===== config.mk =====
export PLATFORM = sky130hd
export DESIGN_NAME = sacl_front
export DESIGN_NICKNAME = d
export VERILOG_FILES = /design/src/rtl/sacl_pkg.sv /design/src/rtl/sacl_front.sv
export SDC_FILE = /design/constraint.sdc
export NUM_CORES = 1
export LEC_CHECK = 0
export ABC_AREA = 1
export ABC_CLOCK_PERIOD_IN_PS = 3900
export BUFFER_PORTS_ARGS = -buffer_cell sky130_fd_sc_hd__buf_2
export CAP_MARGIN = 0
export CELL_PAD_IN_SITES_DETAIL_PLACEMENT = 0
export CELL_PAD_IN_SITES_GLOBAL_PLACEMENT = 1
export CORE_MARGIN = 4
export CORE_UTILIZATION = 43
export DETAILED_ROUTE_END_ITERATION = 8
export PLACE_DENSITY_LB_ADDON = 0.3
export SETUP_SLACK_MARGIN = 0.05
export SLEW_MARGIN = 20
export SYNTH_ARGS = -nofsm -noshare
export SYNTH_HDL_FRONTEND = slang
export SYNTH_SLANG_ARGS = --single-unit

===== constraint.sdc =====
create_clock -name aclk -period 3.9 [get_ports aclk]
set_clock_uncertainty 0.05 [all_clocks]
set_input_delay 0.585 -clock aclk [delete_from_list [all_inputs] [get_ports aclk]]
set_output_delay 0.585 -clock aclk [all_outputs]
set_load 0.005 [all_outputs]

===== src/rtl/sacl_pkg.sv =====
// Shared types and constants for the set-associative cache block.
// No dependencies; imported by every module under rtl.
package sacl_pkg;
    localparam int MAX_SETS_DEF  = 256;
    localparam int MAX_WAYS_DEF  = 8;
    localparam int ADDR_BITS_DEF = 48;
    localparam int CNT_W         = 32;
    localparam int CFG_IDX_W     = 2;
    localparam int CFG_DATA_W    = 4;

    typedef enum logic [1:0] {
        REG_SET_INDEX_BITS    = 2'd0,
        REG_BLOCK_OFFSET_BITS = 2'd1,
        REG_WAYS_IN_USE       = 2'd2,
        REG_POLICY            = 2'd3
    } cfg_reg_t;

    typedef enum logic {
        POLICY_LRU  = 1'b0,
        POLICY_FIFO = 1'b1
    } policy_t;

    typedef enum logic [1:0] {
        BK_IDLE  = 2'd0,
        BK_READ  = 2'd1,
        BK_EVAL  = 2'd2,
        BK_CLEAR = 2'd3
    } bk_state_t;
endpackage


===== src/rtl/sacl_front.sv =====
// Front end: accepts access beats, splits the address into set and tag, and
// queues the classified request for the back end. Depends on sacl_pkg.
module sacl_front
    import sacl_pkg::*;
#(
    parameter int MAX_SETS  = MAX_SETS_DEF,
    parameter int ADDR_BITS = ADDR_BITS_DEF,
    parameter int SET_W     = (MAX_SETS > 1) ? $clog2(MAX_SETS) : 1
) (
    input  logic                 aclk,
    input  logic                 aresetn,
    input  logic                 in_valid,
    output logic                 in_ready,
    input  logic [ADDR_BITS-1:0] in_addr,
    input  logic                 in_write,
    input  logic [3:0]           set_index_bits,
    input  logic [3:0]           block_offset_bits,
    output logic                 q_valid,
    input  logic                 q_ready,
    output logic [SET_W-1:0]     q_set,
    output logic [ADDR_BITS-1:0] q_tag,
    output logic                 q_write
);
    localparam int MAX_SIB = $clog2(MAX_SETS);

    logic [3:0]           sib;
    logic [ADDR_BITS-1:0] shifted;
    logic [ADDR_BITS-1:0] set_mask;
    logic [ADDR_BITS-1:0] set_full;
    logic [ADDR_BITS-1:0] tag_val;

    // Two-entry queue.
    logic [SET_W-1:0]     set_reg [2];
    logic [ADDR_BITS-1:0] tag_reg [2];
    logic                 wr_reg  [2];
    logic                 wp_reg, wp_next, rp_reg, rp_next;
    logic [1:0]           cnt_reg, cnt_next;
    logic                 push, pop;

    always_comb begin
        sib = (set_index_bits > 4'(MAX_SIB)) ? 4'(MAX_SIB) : set_index_bits;
        shifted  = in_addr >> block_offset_bits;
        set_mask = ~({ADDR_BITS{1'b1}} << sib);
        set_full = shifted & set_mask;
        tag_val  = shifted >> sib;
    end

    assign in_ready = (cnt_reg != 2'd2);
    assign push     = in_valid && in_ready;
    assign q_valid  = (cnt_reg != 2'd0);
    assign pop      = q_valid && q_ready;
    assign q_set    = set_reg[rp_reg];
    assign q_tag    = tag_reg[rp_reg];
    assign q_write  = wr_reg[rp_reg];

    always_comb begin
        wp_next  = push ? ~wp_reg : wp_reg;
        rp_next  = pop ? ~rp_reg : rp_reg;
        cnt_next = cnt_reg + 2'(push) - 2'(pop);
    end

    always_ff @(posedge aclk) begin
        if (!aresetn) begin
            wp_reg  <= 1'b0;
            rp_reg  <= 1'b0;
            cnt_reg <= 2'd0;
        end else begin
            wp_reg  <= wp_next;
            rp_reg  <= rp_next;
            cnt_reg <= cnt_next;
        end
    end

    always_ff @(posedge aclk) begin
        if (push) begin
            set_reg[wp_reg] <= set_full[SET_W-1:0];
            tag_reg[wp_reg] <= tag_val;
            wr_reg[wp_reg]  <= in_write;
        end
    end

    a_cnt_range: assert property (@(posedge aclk) disable iff (!aresetn)
        cnt_reg != 2'd3) else $error("queue count out of range");
    a_full_stall: assert property (@(posedge aclk) disable iff (!aresetn)
        (cnt_reg == 2'd2) |-> !in_ready) else $error("accept while queue full");
    a_empty: assert property (@(posedge aclk) disable iff (!aresetn)
        (cnt_reg == 2'd0) |-> !q_valid) else $error("queue valid when empty");
endmodule


==> out/qor.csv, run 1 <==
metric;value;unit
IO buf count;119;
CP Buf/Inv Count;2;
Power Internal;3.21;mW
Leakage;4.14;nW
Syn. warnings;0;
vias per cell;5.81;
syn_area_per_cell;7.76;µm²
Max Clock Freq;365;MHz
outcome;complete, no violations;
Worst slew margin;37.8;%
Mapped Area;8530;µm²
Startpoint Class;flip-flop;
final worst setup slack;1160;ps
Die Y;149;µm
die area;22200;µm²
met3 usage;4.13;%
initial core utilization;43.8;%
met1 Use GR;41.2;%
pre-CTS WS;1060;ps
Gate power share;30.8;%
Storage cell area;3520;µm²
post-synthesis xor/xnor area fraction;0.103;%
syn nets;1163;
setup bufs post-CTS;0;
critical path class;flip-flop to output port;
worst-margin pin slew;932;ps
total iterations of the first detailed-routing run;6;
Final Critical Period;2740;ps
most frequent cells in the layout;502 x nand3_1, 220 x nand2_1, 119 x buf_2;
Synth Area in Adders;0.293;%
HPWL after DPL;19.8;mm
CP max-delay cell;dfxtp_2;
Clock Pin Slew Worst Setup and Hold Paths;50;ps
Synth cell types;30;
MaxCap Viol Count;0;
sequential share of power;37.3;%
vias in the first global route;7651;
part of the Yosys area used for sequential elements;41.3;%
Hold Startpoint;in_write;
Die Wd;149;µm
count of pins over their slew limit;0;
overall global routing resource usage;24.5;%
Critical Path RT;3260;ps
first-pass GRT wire length;43.1;mm
area of the core;19500;µm²
max FFs per register;96;
global route hottest layer;met1;
Fillers;1936;
Critical Path Fanout Max;32;
RR Endpoint;tag_reg[0][26];
CTS Sinks;119;
Hold Path Cell Cnt;1;
via count;8485;
Max Buffers Root-to-Sink;2;
crit-path cells;buf_4 -> mux2_2 -> buf_2;
VDD IR max;0.208;mV
Pwr Density;482;nW/µm²
antenna violations before repair;0;
Worst setup EP type;output port;
pin count of the biggest net entering global routing;58;
largest family of logic cells by synthesized area;simple AND/OR/NAND/NOR gates;
ANT nets after route;0;
CTS resizes;0;
CTS H-tree lvls;4;
IO Pins;120;
share of cells above drive strength 1;21.5;%
drt total wl;26.9;mm
Clk pwr share;31.9;%
post-synthesis compound-gate area fraction;2.23;%
CP arrival;2110;ps
Final #Nets;1246;
area of the multi-input gates;4550;µm²
class of the tightest hold or removal check;primary input to flip-flop;
Clock Latency Late Sink;410;ps
commonest non-fill, non-tap cell in the layout;nand3_1;
post-synthesis mux area share;7.52;%
CTS buffer count;17;
WL/cell;18.4;µm
r2r setup slk;1900;ps
switching pwr;1.53;mW
DRT iter0 DRCs;861;
number of remaining DRC errors;0;
sw frac;32.2;%
Final period util;70.3;%
Simple-Gate Fraction of Synth Area;43.0;%
met2 Track Usage GR;32.2;%
setup tns final;0;ps
hold endpoint;wr_reg[0];
TritonCTS clock tree;yes;
global route total overflow;0;
Synth Instances;1100;
crit-path leading delay family;flip-flops;
worst flop-to-flop path startpoint;cnt_reg[0];
Hold Vio Cnt, Final;0;
endpoints failing setup;0;
Max stage delay on crit path;810;ps
gpl congestion;0.980;
# diodes;0;
RSZ-0062 raised after global routing;false;
cells on worst reg2reg path;5;
# hold bufs at CTS;0;
hold slack final;319;ps
Area growth, synth to finish;15.3;%
register bit total from synthesis;119;
CTS Root Cell;clkbuf_16;
Core Rows;51;
area by class of cell:
type	instances	area share, %
Multi-Input combinational cell	880	46.3
Sequential cell	119	35.8
Timing Repair Buffer	140	7.66
Clock buffer	18	4.36
Tap cell	265	3.37
Clock inverter	14	1.53
Inverter	25	0.954
worst max path at each step:
stage | start | to | cells after the start
final | flip-flop | q_tag[20] | 3
after detailed placement | block_offset_bits[0] | tag_reg[1][25] | 12
after floorplan | in_valid | set_reg[0][0] | 2
after global routing | flip-flop | q_tag[20] | 3
after global placement | block_offset_bits[0] | tag_reg[0][25] | 12
after CTS | flip-flop | q_tag[20] | 3
synthesized netlist by cell type (all sizes together):
cell / instances / share of area, %
nand2: 228 / 10
nor4: 1 / 0.073
nor2: 40 / 1.8
xnor2: 1 / 0.10
nand4: 5 / 0.37
o22ai: 2 / 0.15
o21ai: 13 / 0.76
a211oi: 1 / 0.088
nand3: 510 / 30
inv: 24 / 1.1
nor3: 1 / 0.059
o31ai: 1 / 0.088
dfxtp: 5 / 1.2
buf: 55 / 3.6
clkinv: 1 / 0.044
a21oi: 15 / 0.88
ha: 2 / 0.29
mux2: 57 / 7.5
o211ai: 3 / 0.26
edfxtp: 114 / 40
clkbuf: 21 / 0.92
worst register-to-register path: stages (launching register included):
cell,delay (ps)
dfxtp_1,330
inv_1,60
nand2_1,60
nand2_1,200
nor2_4,460
buf_4,470
power groups by stage:
stage          Combinational, mW  Clock (mW)  Sequential [mW]
2_1_floorplan              0.973           0             1.76
5_1_grt                     1.62        1.60             1.79
3_5_place_dp                1.46           0             1.80
3_3_place_gp                1.45           0             1.79
4_1_cts                     1.46        1.54             1.77
6_report                    1.46        1.51             1.77
through the flow:
step | power [mW] | cell area [µm²] | std cells | util [%]
4_1_cts | 4.78 | 9840 | 1461 | 50.5
6_report | 4.74 | 9840 | 1461 | 50.5
5_1_grt | 5.01 | 9840 | 1461 | 50.5
3_3_place_gp | 3.24 | 9260 | 1429 | 47.6
3_5_place_dp | 3.25 | 9260 | 1429 | 47.6
2_1_floorplan | 2.73 | 8530 | 1100 | -
logic make-up (layout without fill, tap and decap cells):
group,Yosys count,after routing
xor+xnor,1,1
fa+ha+maj,2,2
flops,119,119
simple gates,785,785
compound gates,35,35
buf+inv,101,197
mux,57,57
metal layers:
layer,share of wire [%],up-vias
met1,50,3938
met2,40,385
met5,0,-
met4,1.3,0
li1,-,4134
met3,8.2,28
Note: power is estimated with default switching activity, not from simulation.
==> run 2, diff against run 1 <==
Settings changed: ABC_CLOCK_PERIOD_IN_PS 3900 to 2600.
Clock period 3.9 ns to 2.6 ns, I/O delays scaled along.
==> run 2 against run 1 <==
Final cell count increased by 0.27%. Sequential share of layout area decreased by 0.58 points. Hold slack got worse by 200 ps. Combinational power increased by 57%. Global-route usage decreased by 0.41 points. Highest routed layer unchanged.
==> out/qor.csv, run 2 (synthesized netlist as in run 1, its figures left out) <==
metric;value;unit;change
count of pins over their slew limit;0;;unchanged
Final Critical Period;2060;ps;
overall global routing resource usage;24.1;%;-0.41 points
class of the tightest hold or removal check;primary input to flip-flop;;
Die Y;149;µm;unchanged
pre-CTS WS;236;ps;-828 ps
initial core utilization;43.8;%;unchanged
r2r setup slk;910;ps;-990 ps
Fillers;1904;;-1.7%
Max Buffers Root-to-Sink;2;;unchanged
die area;22200;µm²;unchanged
Final #Nets;1250;;+0.32%
final worst setup slack;542;ps;-615 ps
setup bufs post-CTS;0;;unchanged
Worst setup EP type;output port;;
HPWL after DPL;19.3;mm;-2.8%
worst flop-to-flop path startpoint;cnt_reg[0];;
Placed Area;9410;µm²;+1.7%
number of remaining DRC errors;0;;unchanged
crit-path leading delay family;buffers and inverters;;
# hold bufs at CTS;0;;unchanged
CTS resizes;0;;unchanged
Leakage;4.21;nW;+1.6%
outcome;complete, no violations;;
Core Rows;51;;unchanged
CTS Sinks;119;;unchanged
CTS buffer count;17;;unchanged
IO buf count;119;;unchanged
RR Endpoint;cnt_reg[1];;
Clock Latency Late Sink;400;ps;about the same
Clock Pin Slew Worst Setup and Hold Paths;60;ps;about the same
Hold Vio Cnt, Final;0;;unchanged
RSZ-0062 raised after global routing;false;;
pin count of the biggest net entering global routing;58;;unchanged
Critical Path RT;2160;ps;-1100 ps
Storage cell area;3520;µm²;unchanged
area of the multi-input gates;4550;µm²;unchanged
global route total overflow;0;;unchanged
max FFs per register;96;;unchanged
Max stage delay on crit path;410;ps;-400 ps
setup tns final;0;ps;unchanged
Final period util;79.2;%;
Worst path depth;3;;unchanged
VDD IR max;0.468;mV;+120%
worst-margin pin slew;573;ps;-360 ps
Worst slew margin;61.8;%;+24 points
commonest non-fill, non-tap cell in the layout;nand3_1;;
ANT nets after route;0;;unchanged
via count;8535;;+0.59%
CP max-delay cell;mux2_2;;
CP arrival;1620;ps;-490 ps
Critical Path Fanout Max;57;;+78%
final core occ;51.4;%;+0.83 points
Max Clock Freq;486;MHz;
cells on worst reg2reg path;9;;+4
Die Wd;149;µm;unchanged
Pwr Density;719;nW/µm²;+49%
first-pass GRT wire length;42.4;mm;-1.7%
drt total wl;26.6;mm;-1.1%
vias in the first global route;7720;;+0.90%
Area growth, synth to finish;17.2;%;
crit-path cells;buf_12 -> mux2_2 -> buf_2;;
MaxCap Viol Count;0;;unchanged
crit path to;q_tag[20];;
WL/cell;18.1;µm;-1.4%
Final Instance Area;10000;µm²;+1.6%
Startpoint Class;flip-flop;;
vias per cell;5.83;;+0.31%
CTS H-tree lvls;4;;unchanged
gpl congestion;0.952;;-2.8%
DRT iter0 DRCs;1006;;+17%
share of cells above drive strength 1;21.8;%;+0.26 points
CTS Root Cell;clkbuf_16;;
IO Pins;120;;unchanged
endpoints failing setup;0;;unchanged
critical path class;flip-flop to output port;;
total iterations of the first detailed-routing run;5;;-1
area of the core;19500;µm²;unchanged
CP Buf/Inv Count;2;;unchanged
# diodes;0;;unchanged
antenna violations before repair;0;;unchanged
TritonCTS clock tree;yes;;
most frequent cells in the layout;502 x nand3_1, 220 x nand2_1, 119 x buf_2;;
==> run 2: cell types whose count changed in the layout (fill, tap and decap cells not counted) <==
cell      change
buf_12       +10
buf_4         -6
clkbuf_8      +2
inv_6         -2
clkbuf_1      +1
clkinv_1      -1
clkinv_2      +1
clkinv_4      -1
==> run 2: worst min-delay path by stage <==
| stage | depth (start not counted) | slack (ps) | end | from |
|---|---|---|---|---|
| after CTS | 1 | 100 | wr_reg[0] | in_write |
| final | 1 | 120 | wr_reg[0] | in_write |
| after floorplan | 1 | 380 | flip-flop | rp_reg |
| after detailed placement | 1 | 390 | flip-flop | rp_reg |
| after global placement | 1 | 380 | flip-flop | rp_reg |
| after global routing | 1 | 110 | wr_reg[0] | in_write |
==> run 2: area by class of cell <==
cell class | count | share of cell area [%]
tap | 265 | 3.32
inverter | 25 | 0.939
timing repair buffer | 144 | 9.09
sequential | 119 | 35.3
clock inverter | 11 | 1.25
multi-input combinational | 880 | 45.6
clock buffer | 21 | 4.61
==> run 2: report_power, final <==
| group | internal [mW] | switching, mW |
|---|---|---|
| combinational | 0.921 | 1.36 |
| sequential | 2.53 | 0.0728 |
| clock | 1.46 | 0.841 |
==> run 2: per-stage QoR <==
step	hold WS (ps)	power, mW	cells
finish	122	7.19	1465
floorplan	375	4.10	1100
CTS	102	7.23	1465
global placement	376	4.90	1433
detailed placement	387	4.92	1433
global route	111	7.57	1465
==> run 2: metal layers <==
layer  GRT usage (%)  wire length [µm]  vias to the layer above
met5               0                 0                        -
met4            4.49               291                        0
met3            6.02              2380                       25
met2            33.4             11100                      395
met1            38.0             12800                     3970
li1                -                 -                     4145
